**src/hdl/yrgb_pkg.sv**
```systemverilog
// shared types, constants and arithmetic helpers for the yuyv to rgb24 converter
// no dependencies; used by every module in hdl/
package yrgb_pkg;

  localparam int unsigned MAX_DIM = 4096;
  localparam int unsigned DIM_W   = 13;
  localparam int unsigned POS_W   = 12;
  localparam int unsigned CFG_IDX_W = 1;

  typedef enum logic [CFG_IDX_W-1:0] {
    REG_FRAME_WIDTH  = 1'b0,
    REG_FRAME_HEIGHT = 1'b1
  } cfg_reg_t;

  localparam logic [DIM_W-1:0] WIDTH_RESET  = 13'd640;
  localparam logic [DIM_W-1:0] HEIGHT_RESET = 13'd480;

  localparam logic [7:0] COEF_RV = 8'd140;
  localparam logic [7:0] COEF_GU = 8'd34;
  localparam logic [7:0] COEF_GV = 8'd71;
  localparam logic [7:0] COEF_BU = 8'd177;

  // reciprocal of 100, exact for numerators below 43690
  localparam logic [12:0] RECIP_100 = 13'd5243;
  localparam int unsigned RECIP_SHIFT = 19;

  typedef struct packed {
    logic [7:0] blue;
    logic [7:0] green;
    logic [7:0] red;
  } rgb_t;

  typedef struct packed {
    logic [POS_W-1:0] row;
    logic [POS_W-1:0] column;
    logic             frame_end;
  } pos_t;

  function automatic logic [7:0] div100(input logic [14:0] n);
    logic [27:0] p;
    p = {13'd0, n} * {15'd0, RECIP_100};
    return p[RECIP_SHIFT+7:RECIP_SHIFT];
  endfunction

  // (coef * (c - 128)) / 100, truncated toward zero
  function automatic logic signed [8:0] chroma_term(input logic [7:0] coef,
                                                    input logic [7:0] c);
    logic       neg;
    logic [7:0] mag;
    logic [15:0] prod;
    logic [7:0] q;
    neg  = ~c[7];
    mag  = neg ? (8'd128 - c) : (c - 8'd128);
    prod = {8'd0, coef} * {8'd0, mag};
    q    = div100(prod[14:0]);
    return neg ? -$signed({1'b0, q}) : $signed({1'b0, q});
  endfunction

  function automatic logic [7:0] clamp_byte(input logic signed [10:0] v);
    logic [7:0] r;
    if (v < 0) begin
      r = 8'd0;
    end else if (v > 11'sd255) begin
      r = 8'd255;
    end else begin
      r = v[7:0];
    end
    return r;
  endfunction

  function automatic logic [DIM_W-1:0] eff_dim(input logic [DIM_W-1:0] v);
    logic [DIM_W-1:0] r;
    if (v == '0) begin
      r = DIM_W'(1);
    end else if (v > DIM_W'(MAX_DIM)) begin
      r = DIM_W'(MAX_DIM);
    end else begin
      r = v;
    end
    return r;
  endfunction

endpackage

```
**src/hdl/yuyv_to_rgb24_bottom_up.sv**
```systemverilog
// top level of the yuyv 4:2:2 to rgb24 converter with bottom-up addressing
// depends on yrgb_pkg, yrgb_color, yrgb_pos
//
// usage:
//   input channel (in_valid/in_ready) takes one packed yuyv word: luma_first,
//   chroma_blue, luma_second, chroma_red. output channel (out_valid/out_ready)
//   gives one rgb pixel per word transfer, the luma_first pixel first, with its
//   bottom-up destination row and column, last_of_pair and frame_end.
//   config channel (cfg_valid/cfg_ready) writes frame_width (index 0) or
//   frame_height (index 1); it is always ready, write only while idle.
// timing:
//   an input word is held in a word register; each pixel goes through the
//   color logic into the output register, the luma_first pixel first and the
//   luma_second pixel next, each as soon as the output register can take it.
//   the single output port moves one pixel a cycle while out_ready is high;
//   a new word is taken in the cycle its predecessor's second pixel enters
//   the output register.
// reset:
//   clears both buffers and the row/column counters, width back to 640 and
//   height back to 480. when out_ready is low the output register holds its
//   pixel, the word register holds its word and in_ready is low while it is full.
module yuyv_to_rgb24_bottom_up (
  input  logic                            clk,
  input  logic                            rst,
  input  logic                            in_valid,
  output logic                            in_ready,
  input  logic [7:0]                      luma_first,
  input  logic [7:0]                      chroma_blue,
  input  logic [7:0]                      luma_second,
  input  logic [7:0]                      chroma_red,
  output logic                            out_valid,
  input  logic                            out_ready,
  output logic [7:0]                      blue,
  output logic [7:0]                      green,
  output logic [7:0]                      red,
  output logic [yrgb_pkg::POS_W-1:0]      dest_row,
  output logic [yrgb_pkg::POS_W-1:0]      dest_column,
  output logic                            last_of_pair,
  output logic                            frame_end,
  input  logic                            cfg_valid,
  output logic                            cfg_ready,
  input  logic [yrgb_pkg::CFG_IDX_W-1:0]  cfg_index,
  input  logic [yrgb_pkg::DIM_W-1:0]      cfg_data
);

  logic       full;
  logic       phase;
  logic [7:0] y0;
  logic [7:0] y1;
  logic [7:0] u;
  logic [7:0] v;
  logic       accept;
  logic       load;
  logic [7:0] luma_sel;

  yrgb_pkg::rgb_t rgb;
  yrgb_pkg::pos_t pos;

  assign cfg_ready = 1'b1;
  assign load      = full && (!out_valid || out_ready);
  assign in_ready  = !full || (phase && load);
  assign accept    = in_valid && in_ready;
  assign luma_sel  = phase ? y1 : y0;

  yrgb_color u_color (
    .luma        (luma_sel),
    .chroma_blue (u),
    .chroma_red  (v),
    .rgb         (rgb)
  );

  yrgb_pos u_pos (
    .clk       (clk),
    .rst       (rst),
    .cfg_we    (cfg_valid && cfg_ready),
    .cfg_index (cfg_index),
    .cfg_data  (cfg_data),
    .advance   (load),
    .pos       (pos)
  );

  // word register
  always_ff @(posedge clk) begin
    if (rst) begin
      full  <= 1'b0;
      phase <= 1'b0;
    end else begin
      if (load) begin
        phase <= !phase;
      end
      if (accept) begin
        full <= 1'b1;
      end else if (load && phase) begin
        full <= 1'b0;
      end
    end
  end

  always_ff @(posedge clk) begin
    if (accept) begin
      y0 <= luma_first;
      y1 <= luma_second;
      u  <= chroma_blue;
      v  <= chroma_red;
    end
  end

  // output register
  always_ff @(posedge clk) begin
    if (rst) begin
      out_valid <= 1'b0;
    end else if (load) begin
      out_valid <= 1'b1;
    end else if (out_ready) begin
      out_valid <= 1'b0;
    end
  end

  always_ff @(posedge clk) begin
    if (load) begin
      blue         <= rgb.blue;
      green        <= rgb.green;
      red          <= rgb.red;
      dest_row     <= pos.row;
      dest_column  <= pos.column;
      last_of_pair <= phase;
      frame_end    <= pos.frame_end;
    end
  end

endmodule

```
**src/hdl/yrgb_color.sv**
```systemverilog
// color math for one pixel: luma plus scaled chroma terms (minus for green), clamped to a byte
// depends on yrgb_pkg
module yrgb_color (
  input  logic [7:0]    luma,
  input  logic [7:0]    chroma_blue,
  input  logic [7:0]    chroma_red,
  output yrgb_pkg::rgb_t rgb
);

  logic signed [8:0]  rterm;
  logic signed [8:0]  bterm;
  logic signed [8:0]  gterm_u;
  logic signed [8:0]  gterm_v;
  logic signed [10:0] gterm;
  logic signed [10:0] y;

  always_comb begin
    rterm   = yrgb_pkg::chroma_term(yrgb_pkg::COEF_RV, chroma_red);
    bterm   = yrgb_pkg::chroma_term(yrgb_pkg::COEF_BU, chroma_blue);
    gterm_u = yrgb_pkg::chroma_term(yrgb_pkg::COEF_GU, chroma_blue);
    gterm_v = yrgb_pkg::chroma_term(yrgb_pkg::COEF_GV, chroma_red);
    gterm   = 11'(gterm_u) + 11'(gterm_v);
    y       = $signed({3'd0, luma});
    rgb.blue  = yrgb_pkg::clamp_byte(y + 11'(bterm));
    rgb.green = yrgb_pkg::clamp_byte(y - gterm);
    rgb.red   = yrgb_pkg::clamp_byte(y + 11'(rterm));
  end

endmodule

```
**src/hdl/yrgb_pos.sv**
```systemverilog
// frame geometry registers and bottom-up row/column counters
// depends on yrgb_pkg
module yrgb_pos (
  input  logic                            clk,
  input  logic                            rst,
  input  logic                            cfg_we,
  input  logic [yrgb_pkg::CFG_IDX_W-1:0]  cfg_index,
  input  logic [yrgb_pkg::DIM_W-1:0]      cfg_data,
  input  logic                            advance,
  output yrgb_pkg::pos_t                  pos
);

  logic [yrgb_pkg::DIM_W-1:0] frame_width;
  logic [yrgb_pkg::DIM_W-1:0] frame_height;
  logic [yrgb_pkg::POS_W-1:0] column_count;
  logic [yrgb_pkg::POS_W-1:0] line_count;
  logic [yrgb_pkg::POS_W-1:0] column_count_next;
  logic [yrgb_pkg::POS_W-1:0] line_count_next;

  logic [yrgb_pkg::DIM_W-1:0] w_eff;
  logic [yrgb_pkg::DIM_W-1:0] h_eff;
  logic [yrgb_pkg::DIM_W-1:0] w_m1;
  logic [yrgb_pkg::DIM_W-1:0] h_m1;
  logic [yrgb_pkg::POS_W-1:0] last_col;
  logic [yrgb_pkg::POS_W-1:0] last_line;
  logic [yrgb_pkg::POS_W-1:0] col_eff;
  logic [yrgb_pkg::POS_W-1:0] line_eff;
  logic                       end_col;
  logic                       end_line;

  always_comb begin
    w_eff     = yrgb_pkg::eff_dim(frame_width);
    h_eff     = yrgb_pkg::eff_dim(frame_height);
    w_m1      = w_eff - yrgb_pkg::DIM_W'(1);
    h_m1      = h_eff - yrgb_pkg::DIM_W'(1);
    last_col  = w_m1[yrgb_pkg::POS_W-1:0];
    last_line = h_m1[yrgb_pkg::POS_W-1:0];
    col_eff   = (column_count > last_col) ? last_col : column_count;
    line_eff  = (line_count > last_line) ? last_line : line_count;
    end_col   = (col_eff == last_col);
    end_line  = (line_eff == last_line);

    pos.row       = last_line - line_eff;
    pos.column    = col_eff;
    pos.frame_end = end_col && end_line;

    // clamped positions are stored back so a later grow does not revive them
    if (end_col) begin
      column_count_next = '0;
      line_count_next   = end_line ? '0 : line_eff + yrgb_pkg::POS_W'(1);
    end else begin
      column_count_next = col_eff + yrgb_pkg::POS_W'(1);
      line_count_next   = line_eff;
    end
  end

  always_ff @(posedge clk) begin
    if (rst) begin
      frame_width  <= yrgb_pkg::WIDTH_RESET;
      frame_height <= yrgb_pkg::HEIGHT_RESET;
      column_count <= '0;
      line_count   <= '0;
    end else begin
      if (cfg_we) begin
        unique case (yrgb_pkg::cfg_reg_t'(cfg_index))
          yrgb_pkg::REG_FRAME_WIDTH:  frame_width  <= cfg_data;
          yrgb_pkg::REG_FRAME_HEIGHT: frame_height <= cfg_data;
          default: ;
        endcase
      end
      if (advance) begin
        column_count <= column_count_next;
        line_count   <= line_count_next;
      end
    end
  end

endmodule

```
**config.mk**
```make
export PLATFORM = sky130hd
export DESIGN_NAME = yuyv_to_rgb24_bottom_up
export DESIGN_NICKNAME = d
export VERILOG_FILES = /design/src/hdl/yrgb_pkg.sv /design/src/hdl/yuyv_to_rgb24_bottom_up.sv /design/src/hdl/yrgb_color.sv /design/src/hdl/yrgb_pos.sv
export SDC_FILE = /design/constraint.sdc
export NUM_CORES = 1
export LEC_CHECK = 0
export BUFFER_PORTS_ARGS = -buffer_cell sky130_fd_sc_hd__buf_2
export CORE_UTILIZATION = 60
export DETAILED_ROUTE_END_ITERATION = 8
export PLACE_DENSITY = 0.76
export RECOVER_POWER = 50
export SLEW_MARGIN = 5
export SYNTH_ARGS = -nofsm -noshare
export SYNTH_HDL_FRONTEND = slang
export SYNTH_SLANG_ARGS = --single-unit
```
**constraint.sdc**
```tcl
create_clock -name clk -period 31.1 [get_ports clk]
set_input_delay 6.22 -clock clk [delete_from_list [all_inputs] [get_ports clk]]
set_output_delay 6.22 -clock clk [all_outputs]
set_load 0.02 [all_outputs]
```
==> results.sh <==
export IMPL_finClkSkew_ns=0.0110
export IMPL_grt_max_degree=62
export IMPL_final_cell_mix="inv_1 (646), ha_1 (512), fa_1 (266), nand2_1 (152), a21oi_1 (141)"
export IMPL_place_port_buffers=102
export IMPL_fin_crit_sh_pct=42.7
export IMPL_clock_latency_ns=0.45
export IMPL_avgSynthCellArea_um2=9.19
export IMPL_start_util_pct=60.9
export IMPL_worstPathRequired_ns=24.88
export IMPL_fp_coreArea_um2=40900
export IMPL_drv_cap=2
export IMPL_syn_to_final_growth_pct=6.47
export IMPL_reg2reg_to="green[0]"
export IMPL_antenna_found_initial=1
export IMPL_synth_ff_type="edfxtp_1"
export IMPL_run_status="finished with violations"
export IMPL_synth_cell_area_um2=24900
export IMPL_min_path_type="reg -> reg"
export IMPL_layout_min_cycle_time_ns=13.28
export IMPL_rows=74
export IMPL_crit_path_start_kind="input port"
export IMPL_ys_ff_latch=135
export IMPL_cts_tree="yes"
export IMPL_tns_ns=0
export IMPL_async_reset_ff_share_pct=0
export IMPL_violations="capacitance limit, slew limit"
export IMPL_wl_per_cell_um=16.3
export IMPL_timing_rr_start="v[0]"
export IMPL_grt_pass1_vias=19400
export IMPL_drt_first_pass_iters=5
export IMPL_hpwl_um=47100
export IMPL_path_max_fanout=7
export IMPL_synth_top_family_by_area="adder cells"
export IMPL_endpoint_kind="output pin"
export IMPL_rsz0062_at_grt="no"
export IMPL_grt_pass1_wl_um=91900
export IMPL_synth_compound_area_share_pct=11.0
export IMPL_ctsResizeCount=0
export IMPL_cts_root_buf="clkbuf_16"
export IMPL_synth_xor_area_share_pct=6.57
export IMPL_clock_sinks=135
export IMPL_die_h_um=206
export IMPL_path_class="in -> out"
export IMPL_nets=3630
export IMPL_met2_usage_pct=47.1
export IMPL_postCtsSetupBuffers=0
export IMPL_ant_nets=0
export IMPL_endpoint="in_ready"
export IMPL_grt_use_met1_pct=35.9
export IMPL_cts_buffers=17
export IMPL_cts_max_level=4
export IMPL_layout_commonest_cell="inv_1"
export IMPL_worstMarginPinSlew_ns=1.88
export IMPL_synth_simple_area_share_pct=9.64
export IMPL_clock_path_buffers=2
export IMPL_synthAdderAreaFrac_pct=47.0
export IMPL_cts_hold_repair_buffers=0
export IMPL_grt_busiest_layer="met2"
export IMPL_finalWirelength_um=54700
export IMPL_ios=104
export IMPL_place_congestion=0.975
export IMPL_drc_errors=0
export IMPL_crit_path_start="out_ready"
export IMPL_synthCells=2712
export IMPL_die_w_um=206
export IMPL_seq_area_frac_synth_pct=14.1
export IMPL_clk_pin_slew_worst_paths_ns=0.06
export IMPL_dieArea_um2=42400
export IMPL_synth_edf_count=82
export IMPL_overflow=0
export IMPL_fmax_ghz=0.0753
export IMPL_syn_nets=3541
export IMPL_worstPathArrival_ns=7.06
export IMPL_synth_top_cell_by_area="ha_1"
export IMPL_setup_violations=0
export IMPL_slew_violations=60
export IMPL_yosysWarnings=0
export IMPL_drive_gt1_share_pct=4.34
export IMPL_synth_area_leaders="ha_1 (26%), fa_1 (21%), edfxtp_1 (9.9%)"
export IMPL_viasPerCell=5.55
export IMPL_grt_use_met3_pct=2.95
export IMPL_via_count=18600
export IMPL_rrSetupSlack_ns=17.98
export IMPL_synth_mux_area_share_pct=1.19
export IMPL_yosysTopAreaCellShare_pct=25.7
export IMPL_relSlewSlack_pct=-26.4
export IMPL_grt_use_total_pct=27.2
export IMPL_timing_hold_violations_final=0
export IMPL_ff2ff_path_depth=49
export IMPL_initialDrtViolationCount=1124
export IMPL_yosys_cell_types_count=86
## registers in the layout, summed over array words and instances (netlist names)
signal and flops:
blue 8, dest_column 12, dest_row 12, frame_end 1
full 1, green 8, last_of_pair 1, out_valid 1
phase 1, red 8, u 8, u_pos.column_count 12
u_pos.frame_height 13, u_pos.frame_width 13, u_pos.line_count 12, v 8
y0 8, y1 8
## metrics by stage
stage | worst slack [ns] | util [%] | hold slack, ns | instances | cell area (µm²)
finish | 17.82 | 64.9 | 0.487 | 3347 | 26500
global route | 17.13 | 64.9 | 0.517 | 3347 | 26500
CTS | 17.82 | 65.1 | 0.487 | 3346 | 26700
detailed placement | 17.83 | 63.6 | 0.478 | 3314 | 26000
global placement | 17.84 | 63.6 | 0.463 | 3314 | 26000
floorplan | 18.06 | - | 0.406 | 2712 | 24900
## cell usage after synthesis (10+ instances only)
master and instances:
xor2_1 62, nand3_1 28, xnor2_1 120, nor2_1 94, o21a_1 10, nand2b_1 18
or3_1 14, nor3_1 35, nor2b_1 25, clkbuf_1 33, edfxtp_1 82, mux2i_1 23
a21oi_1 141, a31oi_1 18, nor3b_1 16, dfxtp_1 53, and2_1 14, o21bai_1 25
inv_1 647, fa_1 266, or2_2 11, nand4_1 22, nand3b_1 10, o21ai_0 71
nand2_1 152, a21o_1 53, ha_1 512, a22o_1 10
## metal layers
metal	vias to the layer above	share of wire [%]
met4	0	2.4
met5	-	0
met1	9003	45
met3	82	4.0
li1	9098	-
met2	377	48
## worst min-delay path by stage
stage,start,to,slack (ns),cells after the start
floorplan,phase,last_of_pair,0.41,0
global placement,full,out_valid,0.46,2
detailed placement,full,out_valid,0.48,2
CTS,full,out_valid,0.49,2
global route,full,out_valid,0.52,2
finish,full,out_valid,0.49,2
## kinds of logic (layout without fill, tap and decap cells)
family | after synthesis | in the layout
compound gates | 419 | 419
simple gates | 479 | 479
fa+ha+maj | 778 | 778
buf+inv | 687 | 789
mux | 29 | 29
other cells | 1 | 2
xor+xnor | 184 | 184
flops | 135 | 135
## worst max-delay path: stages
cell and delay (ns):
buf_2 0.10, nand2b_1 0.14, nand2_1 0.23, inv_2 0.06, nand2_1 0.08, nand2_1 0.06
buf_2 0.16
## cell type report
type	count	area, µm²
multi-input combinational	1890	18800
tap	532	666
clock buffer	17	425
inverter	647	2430
fill	3421	14400
clock inverter	15	205
sequential	135	3520
antenna	1	2.50
timing repair buffer	110	494
Power is not shown: default switching activity piles up to over one toggle a cycle in this logic, so the estimate is an artifact.
